`src/hdl/lsrd_pkg.sv`:
```
// Shared constants, types and a helper function for the level sensor reply deframer.
`timescale 1ns / 1ps

package lsrd_pkg;

   // Frame constants.
   localparam logic [7:0] REPLY_PREFIX       = 8'h3E;
   localparam logic [7:0] OPCODE_SINGLE_READ = 8'h06;
   localparam logic [7:0] CRC_POLY_REFL      = 8'h8C;
   localparam int         FRAME_LEN          = 9;
   localparam int         LINE_LEN           = FRAME_LEN - 1;
   localparam int         TAIL_START         = 3;
   localparam int         RESCAN_LEN         = FRAME_LEN - TAIL_START;
   localparam int         RESCAN_CNT_W       = $clog2(RESCAN_LEN + 1);
   localparam int         POS_W              = $clog2(FRAME_LEN + 1);

   typedef logic [POS_W-1:0]        frame_pos_type;
   typedef logic [RESCAN_CNT_W-1:0] rescan_cnt_type;

   // Named frame positions.
   localparam frame_pos_type POS_HUNT   = frame_pos_type'(0);
   localparam frame_pos_type POS_OPCODE = frame_pos_type'(2);
   localparam frame_pos_type POS_CHECK  = frame_pos_type'(FRAME_LEN - 1);

   // Bit steps left in the CRC unit after the first step, which runs on load.
   localparam logic [2:0] CRC_BITS_AFTER_LOAD = 3'd7;

   // Result status codes.
   typedef enum logic [1:0] {
      STATUS_GOOD       = 2'd0,
      STATUS_BAD_OPCODE = 2'd1,
      STATUS_BAD_CRC    = 2'd2
   } status_type;

   // Commands to the bit-serial CRC unit.
   typedef struct packed {
      logic       clear;
      logic       load;
      logic [7:0] data;
   } crc_cmd_type;

   // Commands to the frame store.
   typedef struct packed {
      logic       shift;
      logic       rescan_load;
      logic       rescan_shift;
      logic [7:0] data;
   } store_cmd_type;

   // Fixed taps of the frame store.
   typedef struct packed {
      logic [7:0]  addr_early;
      logic [7:0]  addr;
      logic [7:0]  temp;
      logic [15:0] level;
      logic [15:0] freq;
      logic [7:0]  rescan_byte;
   } store_view_type;

   // One bit step of the reflected CRC-8 shift register.
   function automatic logic [7:0] crc_step(input logic [7:0] c);
      logic [7:0] shifted;
      shifted = {1'b0, c[7:1]};
      crc_step = c[0] ? (shifted ^ CRC_POLY_REFL) : shifted;
   endfunction

endpackage

```
`src/hdl/lsrd_crc.sv`:
```
// Bit-serial CRC-8 unit: one bit of the running checksum per cycle.
`timescale 1ns / 1ps

module lsrd_crc
   import lsrd_pkg::*;
(
   input  logic        clock,
   input  logic        reset,
   input  crc_cmd_type crc_cmd,
   output logic [7:0]  crc_value,
   output logic        crc_busy
);

   logic [7:0] crc_ff, crc_in;
   logic [2:0] bit_cnt_ff, bit_cnt_in;

   // Load folds in a word and takes its first bit; the remaining bits follow one per cycle.
   always_comb begin
      crc_in     = crc_ff;
      bit_cnt_in = bit_cnt_ff;
      if (crc_cmd.clear) begin
         crc_in     = '0;
         bit_cnt_in = '0;
      end else if (crc_cmd.load) begin
         crc_in     = crc_step(crc_ff ^ crc_cmd.data);
         bit_cnt_in = CRC_BITS_AFTER_LOAD;
      end else if (bit_cnt_ff != 3'd0) begin
         crc_in     = crc_step(crc_ff);
         bit_cnt_in = bit_cnt_ff - 3'd1;
      end
   end

   always_ff @(posedge clock) begin
      if (reset) begin
         crc_ff     <= '0;
         bit_cnt_ff <= '0;
      end else begin
         crc_ff     <= crc_in;
         bit_cnt_ff <= bit_cnt_in;
      end
   end

   assign crc_value = crc_ff;
   assign crc_busy  = (bit_cnt_ff != 3'd0);

endmodule

```
`src/hdl/lsrd_store.sv`:
```
// Frame store: a shift line of received frame words and a rescan line for the tail.
`timescale 1ns / 1ps

module lsrd_store
   import lsrd_pkg::*;
(
   input  logic           clock,
   input  store_cmd_type  store_cmd,
   output store_view_type store_view
);

   logic [7:0] line_ff   [0:LINE_LEN-1];
   logic [7:0] rescan_ff [0:RESCAN_LEN-1];

   // Every fed word enters at the top of the line; after eight words entry k holds frame word k.
   always_ff @(posedge clock) begin
      if (store_cmd.shift) begin
         for (int k = 0; k < LINE_LEN - 1; k++) begin
            line_ff[k] <= line_ff[k+1];
         end
         line_ff[LINE_LEN-1] <= store_cmd.data;
      end
   end

   // The tail of a failed frame is copied out and replayed one word at a time.
   always_ff @(posedge clock) begin
      if (store_cmd.rescan_load) begin
         for (int k = 0; k < RESCAN_LEN - 1; k++) begin
            rescan_ff[k] <= line_ff[TAIL_START+k];
         end
         rescan_ff[RESCAN_LEN-1] <= store_cmd.data;
      end else if (store_cmd.rescan_shift) begin
         for (int k = 0; k < RESCAN_LEN - 1; k++) begin
            rescan_ff[k] <= rescan_ff[k+1];
         end
      end
   end

   // Fixed taps: the address right after it arrives, and the fields of a full frame.
   assign store_view.addr_early  = line_ff[LINE_LEN-1];
   assign store_view.addr        = line_ff[1];
   assign store_view.temp        = line_ff[3];
   assign store_view.level       = {line_ff[5], line_ff[4]};
   assign store_view.freq        = {line_ff[7], line_ff[6]};
   assign store_view.rescan_byte = rescan_ff[0];

endmodule

```
`src/hdl/level_sensor_reply_deframer_top.sv`:
```
// Top level of the level sensor reply deframer: frame control, result holding and output.
//
//   Channel  Ports                        Direction  Contents of one word
//   req      req_valid/req_stall          in         req_rx_byte
//   rsp      rsp_valid/rsp_stall          out        status, address, temperature, level,
//                                                    frequency, last_of_run
//
// A word that enters the checksum holds off input while the bit-serial CRC unit shifts it (one bit
// per cycle); a dropped hunt word, an opcode error or the check word does not start the CRC unit.
// A checksum mismatch replays six tail words through the same path;
// its results leave as the replay finds them, and the last one once the replay has ended.
// Reset is synchronous and active high; it returns the deframer to hunting with a clear CRC.
// Input is stalled while the CRC unit works, during a replay, or while results wait to go out.
`timescale 1ns / 1ps

module level_sensor_reply_deframer_top
   import lsrd_pkg::*;
(
   input  logic               clock,
   input  logic               reset,
   input  logic               req_valid,
   output logic               req_stall,
   input  logic [7:0]         req_rx_byte,
   output logic               rsp_valid,
   input  logic               rsp_stall,
   output logic [1:0]         rsp_status,
   output logic [7:0]         rsp_sensor_address,
   output logic signed [7:0]  rsp_temperature,
   output logic [15:0]        rsp_fuel_level,
   output logic [15:0]        rsp_frequency,
   output logic               rsp_last_of_run
);

   frame_pos_type  pos_ff, pos_in;
   rescan_cnt_type rescan_left_ff, rescan_left_in;
   logic           pend_valid_ff, pend_valid_in;
   status_type     pend_status_ff, pend_status_in;
   logic [7:0]     pend_addr_ff, pend_addr_in;

   logic              rsp_valid_ff, rsp_valid_in;
   status_type        rsp_status_ff, rsp_status_in;
   logic [7:0]        rsp_addr_ff, rsp_addr_in;
   logic signed [7:0] rsp_temp_ff, rsp_temp_in;
   logic [15:0]       rsp_level_ff, rsp_level_in;
   logic [15:0]       rsp_freq_ff, rsp_freq_in;
   logic              rsp_last_ff, rsp_last_in;

   crc_cmd_type    crc_cmd;
   logic [7:0]     crc_value;
   logic           crc_busy;
   store_cmd_type  store_cmd;
   store_view_type store_view;

   logic              out_free, req_take, rescan_go, feed_go, flush_go, tail_load;
   logic [7:0]        feed_byte;
   logic              res_go;
   status_type        res_status;
   logic [7:0]        res_addr;
   logic signed [7:0] res_temp;
   logic [15:0]       res_level;
   logic [15:0]       res_freq;

   lsrd_crc u_crc (
      .clock     (clock),
      .reset     (reset),
      .crc_cmd   (crc_cmd),
      .crc_value (crc_value),
      .crc_busy  (crc_busy)
   );

   lsrd_store u_store (
      .clock      (clock),
      .store_cmd  (store_cmd),
      .store_view (store_view)
   );

   // Handshake and feed source selection; replay words take priority over new input.
   assign out_free  = !rsp_valid_ff || !rsp_stall;
   assign req_stall = crc_busy || (rescan_left_ff != '0) || pend_valid_ff || !out_free;
   assign req_take  = req_valid && !req_stall;
   assign rescan_go = (rescan_left_ff != '0) && !crc_busy && out_free;
   assign feed_go   = req_take || rescan_go;
   assign feed_byte = rescan_go ? store_view.rescan_byte : req_rx_byte;
   assign flush_go  = (rescan_left_ff == '0) && pend_valid_ff && out_free;

   assign store_cmd.shift        = feed_go;
   assign store_cmd.rescan_load  = tail_load;
   assign store_cmd.rescan_shift = rescan_go;
   assign store_cmd.data         = feed_byte;

   // Frame decode for one fed word.
   always_comb begin
      pos_in        = pos_ff;
      crc_cmd.clear = 1'b0;
      crc_cmd.load  = 1'b0;
      crc_cmd.data  = feed_byte;
      tail_load     = 1'b0;
      res_go        = 1'b0;
      res_status    = STATUS_GOOD;
      res_addr      = '0;
      res_temp      = '0;
      res_level     = '0;
      res_freq      = '0;
      if (feed_go) begin
         if (pos_ff == POS_HUNT) begin
            if (feed_byte == REPLY_PREFIX) begin
               pos_in       = pos_ff + frame_pos_type'(1);
               crc_cmd.load = 1'b1;
            end
         end else if (pos_ff == POS_OPCODE && feed_byte != OPCODE_SINGLE_READ) begin
            res_go        = 1'b1;
            res_status    = STATUS_BAD_OPCODE;
            res_addr      = store_view.addr_early;
            pos_in        = POS_HUNT;
            crc_cmd.clear = 1'b1;
         end else if (pos_ff == POS_CHECK) begin
            res_go        = 1'b1;
            res_addr      = store_view.addr;
            pos_in        = POS_HUNT;
            crc_cmd.clear = 1'b1;
            if (crc_value == feed_byte) begin
               res_status = STATUS_GOOD;
               res_temp   = $signed(store_view.temp);
               res_level  = store_view.level;
               res_freq   = store_view.freq;
            end else begin
               res_status = STATUS_BAD_CRC;
               tail_load  = 1'b1;
            end
         end else if (pos_ff > POS_CHECK) begin
            pos_in        = POS_HUNT;
            crc_cmd.clear = 1'b1;
         end else begin
            pos_in       = pos_ff + frame_pos_type'(1);
            crc_cmd.load = 1'b1;
         end
      end
   end

   // Result routing: a mismatch or replay result is held until it is known if it ends the run.
   always_comb begin
      rsp_valid_in   = rsp_valid_ff && rsp_stall;
      rsp_status_in  = rsp_status_ff;
      rsp_addr_in    = rsp_addr_ff;
      rsp_temp_in    = rsp_temp_ff;
      rsp_level_in   = rsp_level_ff;
      rsp_freq_in    = rsp_freq_ff;
      rsp_last_in    = rsp_last_ff;
      pend_valid_in  = pend_valid_ff;
      pend_status_in = pend_status_ff;
      pend_addr_in   = pend_addr_ff;
      rescan_left_in = rescan_left_ff;
      if (tail_load) begin
         rescan_left_in = rescan_cnt_type'(RESCAN_LEN);
      end else if (rescan_go) begin
         rescan_left_in = rescan_left_ff - rescan_cnt_type'(1);
      end
      if (flush_go) begin
         rsp_valid_in  = 1'b1;
         rsp_status_in = pend_status_ff;
         rsp_addr_in   = pend_addr_ff;
         rsp_temp_in   = '0;
         rsp_level_in  = '0;
         rsp_freq_in   = '0;
         rsp_last_in   = 1'b1;
         pend_valid_in = 1'b0;
      end else if (res_go) begin
         if (rescan_go) begin
            rsp_valid_in   = 1'b1;
            rsp_status_in  = pend_status_ff;
            rsp_addr_in    = pend_addr_ff;
            rsp_temp_in    = '0;
            rsp_level_in   = '0;
            rsp_freq_in    = '0;
            rsp_last_in    = 1'b0;
            pend_valid_in  = 1'b1;
            pend_status_in = res_status;
            pend_addr_in   = res_addr;
         end else if (res_status == STATUS_BAD_CRC) begin
            pend_valid_in  = 1'b1;
            pend_status_in = res_status;
            pend_addr_in   = res_addr;
         end else begin
            rsp_valid_in  = 1'b1;
            rsp_status_in = res_status;
            rsp_addr_in   = res_addr;
            rsp_temp_in   = res_temp;
            rsp_level_in  = res_level;
            rsp_freq_in   = res_freq;
            rsp_last_in   = 1'b1;
         end
      end
   end

   // Control registers.
   always_ff @(posedge clock) begin
      if (reset) begin
         pos_ff         <= POS_HUNT;
         rescan_left_ff <= '0;
         pend_valid_ff  <= 1'b0;
         rsp_valid_ff   <= 1'b0;
      end else begin
         pos_ff         <= pos_in;
         rescan_left_ff <= rescan_left_in;
         pend_valid_ff  <= pend_valid_in;
         rsp_valid_ff   <= rsp_valid_in;
      end
   end

   // Payload registers.
   always_ff @(posedge clock) begin
      pend_status_ff <= pend_status_in;
      pend_addr_ff   <= pend_addr_in;
      rsp_status_ff  <= rsp_status_in;
      rsp_addr_ff    <= rsp_addr_in;
      rsp_temp_ff    <= rsp_temp_in;
      rsp_level_ff   <= rsp_level_in;
      rsp_freq_ff    <= rsp_freq_in;
      rsp_last_ff    <= rsp_last_in;
   end

   assign rsp_valid          = rsp_valid_ff;
   assign rsp_status         = rsp_status_ff;
   assign rsp_sensor_address = rsp_addr_ff;
   assign rsp_temperature    = rsp_temp_ff;
   assign rsp_fuel_level     = rsp_level_ff;
   assign rsp_frequency      = rsp_freq_ff;
   assign rsp_last_of_run    = rsp_last_ff;

   // A replay always runs behind a held result.
   a_rescan_has_pending: assert property (@(posedge clock) disable iff (reset)
      (rescan_left_ff != '0) |-> pend_valid_ff)
      else $error("replay running without a held result");

   // A word that is not the last of its run is always followed by a held result.
   a_not_last_has_pending: assert property (@(posedge clock) disable iff (reset)
      (rsp_valid_ff && !rsp_last_ff) |-> pend_valid_ff)
      else $error("run left open with nothing held");

   // No word is fed while the CRC unit is still shifting.
   a_no_feed_while_crc: assert property (@(posedge clock) disable iff (reset)
      crc_busy |-> !feed_go)
      else $error("word fed while CRC busy");

   // The frame position never runs past the check word.
   a_pos_in_range: assert property (@(posedge clock) disable iff (reset)
      pos_ff <= POS_CHECK)
      else $error("frame position out of range");

endmodule
```
`config.mk`:
```
export PLATFORM = sky130hd
export DESIGN_NAME = level_sensor_reply_deframer_top
export DESIGN_NICKNAME = d
export VERILOG_FILES = /design/src/hdl/lsrd_pkg.sv /design/src/hdl/lsrd_crc.sv /design/src/hdl/lsrd_store.sv /design/src/hdl/level_sensor_reply_deframer_top.sv
export SDC_FILE = /design/constraint.sdc
export NUM_CORES = 1
export LEC_CHECK = 0
export ABC_AREA = 1
export BUFFER_PORTS_ARGS = -buffer_cell sky130_fd_sc_hd__buf_2
export CORE_UTILIZATION = 46
export CTS_BUF_LIST = sky130_fd_sc_hd__clkbuf_4 sky130_fd_sc_hd__clkbuf_8 sky130_fd_sc_hd__clkbuf_16
export CTS_CLUSTER_SIZE = 12
export DETAILED_ROUTE_END_ITERATION = 10
export GPL_ROUTABILITY_DRIVEN = 1
export PLACE_DENSITY = 0.72
export SETUP_SLACK_MARGIN = 0.05
export SYNTH_ARGS = -nofsm -noshare
export SYNTH_HDL_FRONTEND = slang
export SYNTH_HIERARCHICAL = 1
export SYNTH_SLANG_ARGS = --single-unit
```
`constraint.sdc`:
```
create_clock -name clock -period 4.1 [get_ports clock]
set_input_delay 0.205 -clock clock [delete_from_list [all_inputs] [get_ports clock]]
set_output_delay 0.205 -clock clock [all_outputs]
set_load 0.01 [all_outputs]
```
# [Word-level counts from Yosys, hierarchy flattened]
# Memories as Yosys holds them, arrays and structs flattened.
# Index checks and enable logic that the tools add are counted.
[totals] regBits=81 ram_bits=112 inputBits=12 wordCells=167 n_memories=2
[memory_table] memory="u_store.line_ff" words=8 word_bits=8 read_ports=7 rd_ports_with_merged_regs=0 write_ports=8 line="lsrd_store.sv:12" source="logic [7:0] line_ff [0:LINE_LEN-1];"
[memory_table] memory="u_store.rescan_ff" words=6 word_bits=8 read_ports=6 rd_ports_with_merged_regs=0 write_ports=6 line="lsrd_store.sv:13" source="logic [7:0] rescan_ff [0:RESCAN_LEN-1];"
[classes] n_addsub=3 order_cmp=1 n_eq_ne=9 mux=95 n_bitwise=9 n_reduce_logical=33
[op_table] operator="2-to-1 mux 16 bit" count=14
[op_table] operator="2-to-1 mux 8 bit" count=27
[op_table] operator="2-to-1 mux 1 bit" count=33
[op_table] operator="2-to-1 mux 2 bit" count=12
[op_table] operator="2-to-1 mux 4 bit" count=5
[op_table] operator="2-to-1 mux 3 bit" count=4
[op_table] operator="== test 8 x 6 -> 1 bit, second input constant" count=1
[op_table] operator="== test 8 bit" count=1
[op_table] operator="!= test 8 x 3 -> 1 bit, second input constant" count=1
[op_table] operator="AND reduction 2 bit" count=4
[op_table] operator="nonzero test 2 bit" count=4
[op_table] operator="XOR 8 bit" count=1
[op_table] operator="logical AND 1 bit" count=7
[op_table] operator="inverter 2 -> 3 bit" count=2
[op_table] operator="nonzero test 3 bit" count=2
[op_table] operator="OR reduction 2 bit" count=3
[op_table] operator="subtractor 3 x 1 -> 3 bit, second input constant" count=2
[op_table] operator="logical NOT 1 bit" count=5
[op_table] operator="logical OR 1 bit" count=5
[op_table] operator="bitwise OR 1 bit" count=5
[op_table] operator="adder 4 x 1 -> 4 bit, second input constant" count=1
[op_table] operator="== test 4 x 2 -> 1 bit, second input constant" count=1
[op_table] operator="== test 4 bit, second input constant" count=1
[op_table] operator="> comparator 4 bit, second input constant" count=1
[op_table] operator="8 further kinds" count=8

# [Depth between registers and ports, before layout]
[depth] word_depth=16 mapped_depth=24 ltp_nobuf=23

# [Hierarchy]
# Netlist, hierarchy kept.
[by_module_without_submodules] module="lsrd_store" instances=1 cells_per_inst=256 area_per_inst_um2=3871.2 seq_area_each_um2=3123.0
[by_module_without_submodules] module="level_sensor_reply_deframer_top" instances=1 cells_per_inst=468 area_per_inst_um2=3671.0 seq_area_each_um2=1601.5
[by_module_without_submodules] module="lsrd_crc" instances=1 cells_per_inst=87 area_per_inst_um2=671.9 seq_area_each_um2=220.2

# [Worst setup path before layout]
# OpenSTA, ideal clock, no wires.
[synth_timing] path_type="register -> register" from="reg u_crc.bit_cnt_ff[0]" to="mem u_store.rescan_ff[0][0] (enable)" setup_time_ns=0.379 arrival_time_ns=3.322 required_ns=3.721 setup_slack_ns=0.399 path_stages_with_launch=13 synth_period_minus_slack_ns=3.701 path_cell_list="dfxtp_1 -> inv_1 -> ha_1 -> nand2_1 -> inv_2 -> buf_2 -> nand4_1 -> nand2_2 -> nand2_2 -> clkinv_1 -> nand2_1 -> inv_1 -> or2_2"
[synth_lines] item="start, declared" line="lsrd_crc.sv:15" source="logic [2:0] bit_cnt_ff, bit_cnt_in;"
[synth_lines] item="start signal, assigned" line="lsrd_crc.sv:39" source="bit_cnt_ff <= bit_cnt_in;"
[synth_lines] item="end, declared" line="lsrd_store.sv:13"

==> flow_summary.toml <==
[outcome]
status = "finished, final reports clean"

[setup_path]
cp_common_cell = "nand2_1"
path_cells = "inv_1, ha_1, nand2_1, inv_2, nand3_4, nand2_1, nand2_1, nand2_1, nand2_1, nand2_1, nor2_1, nand2_1, nand2_1, inv_1, or2_2"
startpoint = "u_crc/bit_cnt_ff[0]"
required_ns = 4.16
crit_path_top_delay_cell = "or2_2"
crit_type = "register to register"
critPathMaxStageDelay_ns = 0.75
r2r-start = "u_crc/bit_cnt_ff[0]"
critPathCaptureType = "register"
worstPathArrival_ns = 3.44
path_max_fanout = 40
start_kind = "register"

[timing]
finClkSkew_ns = 0.01162
period_share_pct = 82.47
hold_violations = 0
grt_setup_unrepaired = "no"
min_period_ns = 3.381
final-max-slew-violation-count = 0
tns_ns = 0
finalSetupViolCount = 0
max-slew-margin-rel_pct = 36.26
fmax_ghz = 0.2957
timing_worst_slew_pin_value_ns = 0.9561

[power]
vdd_ir_drop_max_v = 0.0003429
powerDensity_nw_per_um2 = 538.1
p_leak_nw = 3.976

[cts]
clkTransAtPathRegs_ns = 0.07
clock-sinks = 185
cts_buffers = 17
insertion_delay_ns = 0.44
hold_buffers = 0
htreeDepth = 4
cts_buffer_depth = 2
cts-root-buf = "clkbuf_16"
cts_setup_buffers = 0
cts_tree = "yes"
cts_resized = 0

[final_layout]
register_area_um2 = 4945
diodes = 0
multi_input_area_um2 = 2490
areaGrowthSynthToFinish_pct = 10.45
drive_gt1_share_pct = 21.45
post-route-cell-area_um2 = 9072
final_util_pct = 52.27
fillers = 1553
fin_nets = 873

[routing]
drt_wl_total_mm = 16.68
vias = 5509
antenna_left = 0
wire_per_inst_um = 15.28
dr.pass1.iters = 5
vias_per_cell = 5.045
drtIter0Drc = 564
drc_errors = 0

[placed_design]
place_congestion = 0.8692
dpl.hpwl_mm = 11.25
numPortBuffers = 64
dpl_cell_area_um2 = 8466

[min_path]
hold_start = "reset"
hp-class = "input pin to register"

[floorplan]
die_area_um2 = 18400
start_util_pct = 47.33
die_h_um = 135.6
core_area_um2 = 17360
rows = 48
io_pins = 65
die_w_um = 135.6

[synthesis]
syn_nets = 830
synth_cells = 811
seq_area_frac_synth_pct = 60.20
post-synth-top-area-fraction_pct = 45.33
ys.flop_type = "edfxtp_1"
async_reset_ff_share_pct = 0
synth.most_common_cell = "nand2_1"
synth_cell_types = 34
synthTopCellsByArea = "edfxtp_1 45%, dfxtp_1 15%, nand2_1 11%"
synth_warnings = 6
avgSynthCellArea_um2 = 10.13
synth_seq_cells = 185
syn_area_um2 = 8214
synth_enable_flop_cells = 124
synth.largest_area_cell = "edfxtp_1"
synth_common_cells = "239 x nand2_1, 124 x edfxtp_1, 92 x inv_1"

[global_routing]
grt_pass1_wl_mm = 26.57
antenna_found_initial = 0
grt-ovfl-total = 0
grt_usage_pct = 19.51
first_global_vias = 5055
grt_max_degree = 57

[flow_run]
maxCapViolations = 0
[layout make-up]
class	instances	area share (%)
Multi-Input combinational cell	479	27.44
Timing Repair Buffer	70	4.027
Tap cell	225	3.103
Clock buffer	18	4.965
Clock inverter	14	1.724
Sequential cell	185	54.50
Inverter	101	4.234
[layout by cell type (no fill, tap or decap), types with 2 or more instances in the layout]
cell and n:
nand2_1 239, edfxtp_1 124, inv_1 92, nand3_1 67, buf_2 64, dfxtp_1 61
o21ai_2 40, nor2_1 24, clkbuf_16 18, nand4_1 14, a21oi_1 14, nand2_2 11
a31oi_1 9, xor2_1 9, o21ai_1 7, ha_1 7, inv_2 6, nand2_4 6
buf_4 6, a21oi_2 6, nor3_1 5, o21ai_0 5, nor2_2 4, inv_6 4
nand3_2 3, inv_8 3, nand3_4 2, nor2_4 2, clkinv_1 2, clkinv_8 2
clkinv_2 2, clkinvlp_4 2, or2_2 2
[registers in the layout, summed over array words and instances, names as in the netlist]
| name | cells |
|---|---|
| u_store/line_ff | 56 |
| rsp_temperature | 8 |
| rsp_valid | 1 |
| rescan_left_ff | 3 |
| u_crc/crc_value | 8 |
| u_store/rescan_ff | 48 |
| rsp_fuel_level | 16 |
| pos_ff | 4 |
| rsp_sensor_address | 8 |
| pend_status_ff | 2 |
| pend_addr_ff | 8 |
| u_crc/bit_cnt_ff | 3 |
| rsp_frequency | 16 |
| pend_valid_ff | 1 |
| rsp_last_of_run | 1 |
| rsp_status | 2 |
[critical path, delay by kind of cell (launching register included)]
family,cells,cell delay [ns]
adders and majority gates,1,0.22
and+or+nand+nor,11,1.97
buffers and inverters,3,0.47
DFF,1,0.32
[per-stage QoR]
stage	std cells	setup WS (ns)	power, W	hold WS, ns
finish	1092	0.7187	0.004882	0.1107
global route	1092	0.3717	0.005103	0.1085
CTS	1092	0.6932	0.004914	0.08804
detailed placement	1060	0.7369	0.003263	0.4065
global placement	1060	0.8072	0.003242	0.4047
floorplan	811	0.3986	0.003104	0.3705
[where the power goes]
group          internal [W]  total [W]  switching [W]
registers           0.00232    0.00252       0.000197
logic              0.000209   0.000714       0.000505
clock network      0.000899    0.00165       0.000754
[routing by layer]
| metal | up-vias | share of wire [%] | track usage, % |
|---|---|---|---|
| met1 | 2592 | 44 | 25.56 |
| met3 | 25 | 5.4 | 4.863 |
| li1 | 2730 | - | - |
| met4 | 0 | 2.1 | 7.428 |
| met2 | 162 | 48 | 31.09 |
| met5 | - | 0 | 0 |
[final timing paths]
check,endpoint,slack (ns),depth (start not counted)
setup / recovery,u_store/rescan_ff[4][7],0.72,15
hold reg to reg,u_store/line_ff[0][13],0.42,0
hold / removal,rsp_valid,0.11,2
setup reg to reg,u_store/rescan_ff[4][7],0.72,15
[cells by family (layout without fill, tap and decap cells)]
kind of cell,Yosys count,count (layout),synth area share [%]
compound gates,81,81,7.174
xor+xnor,10,10,1.066
fa+ha+maj,7,7,1.066
buf+inv,147,203,9.490
flops,185,185,60.20
simple gates,381,381,21.01
No activity file was read; power rests on OpenSTA's default activity.
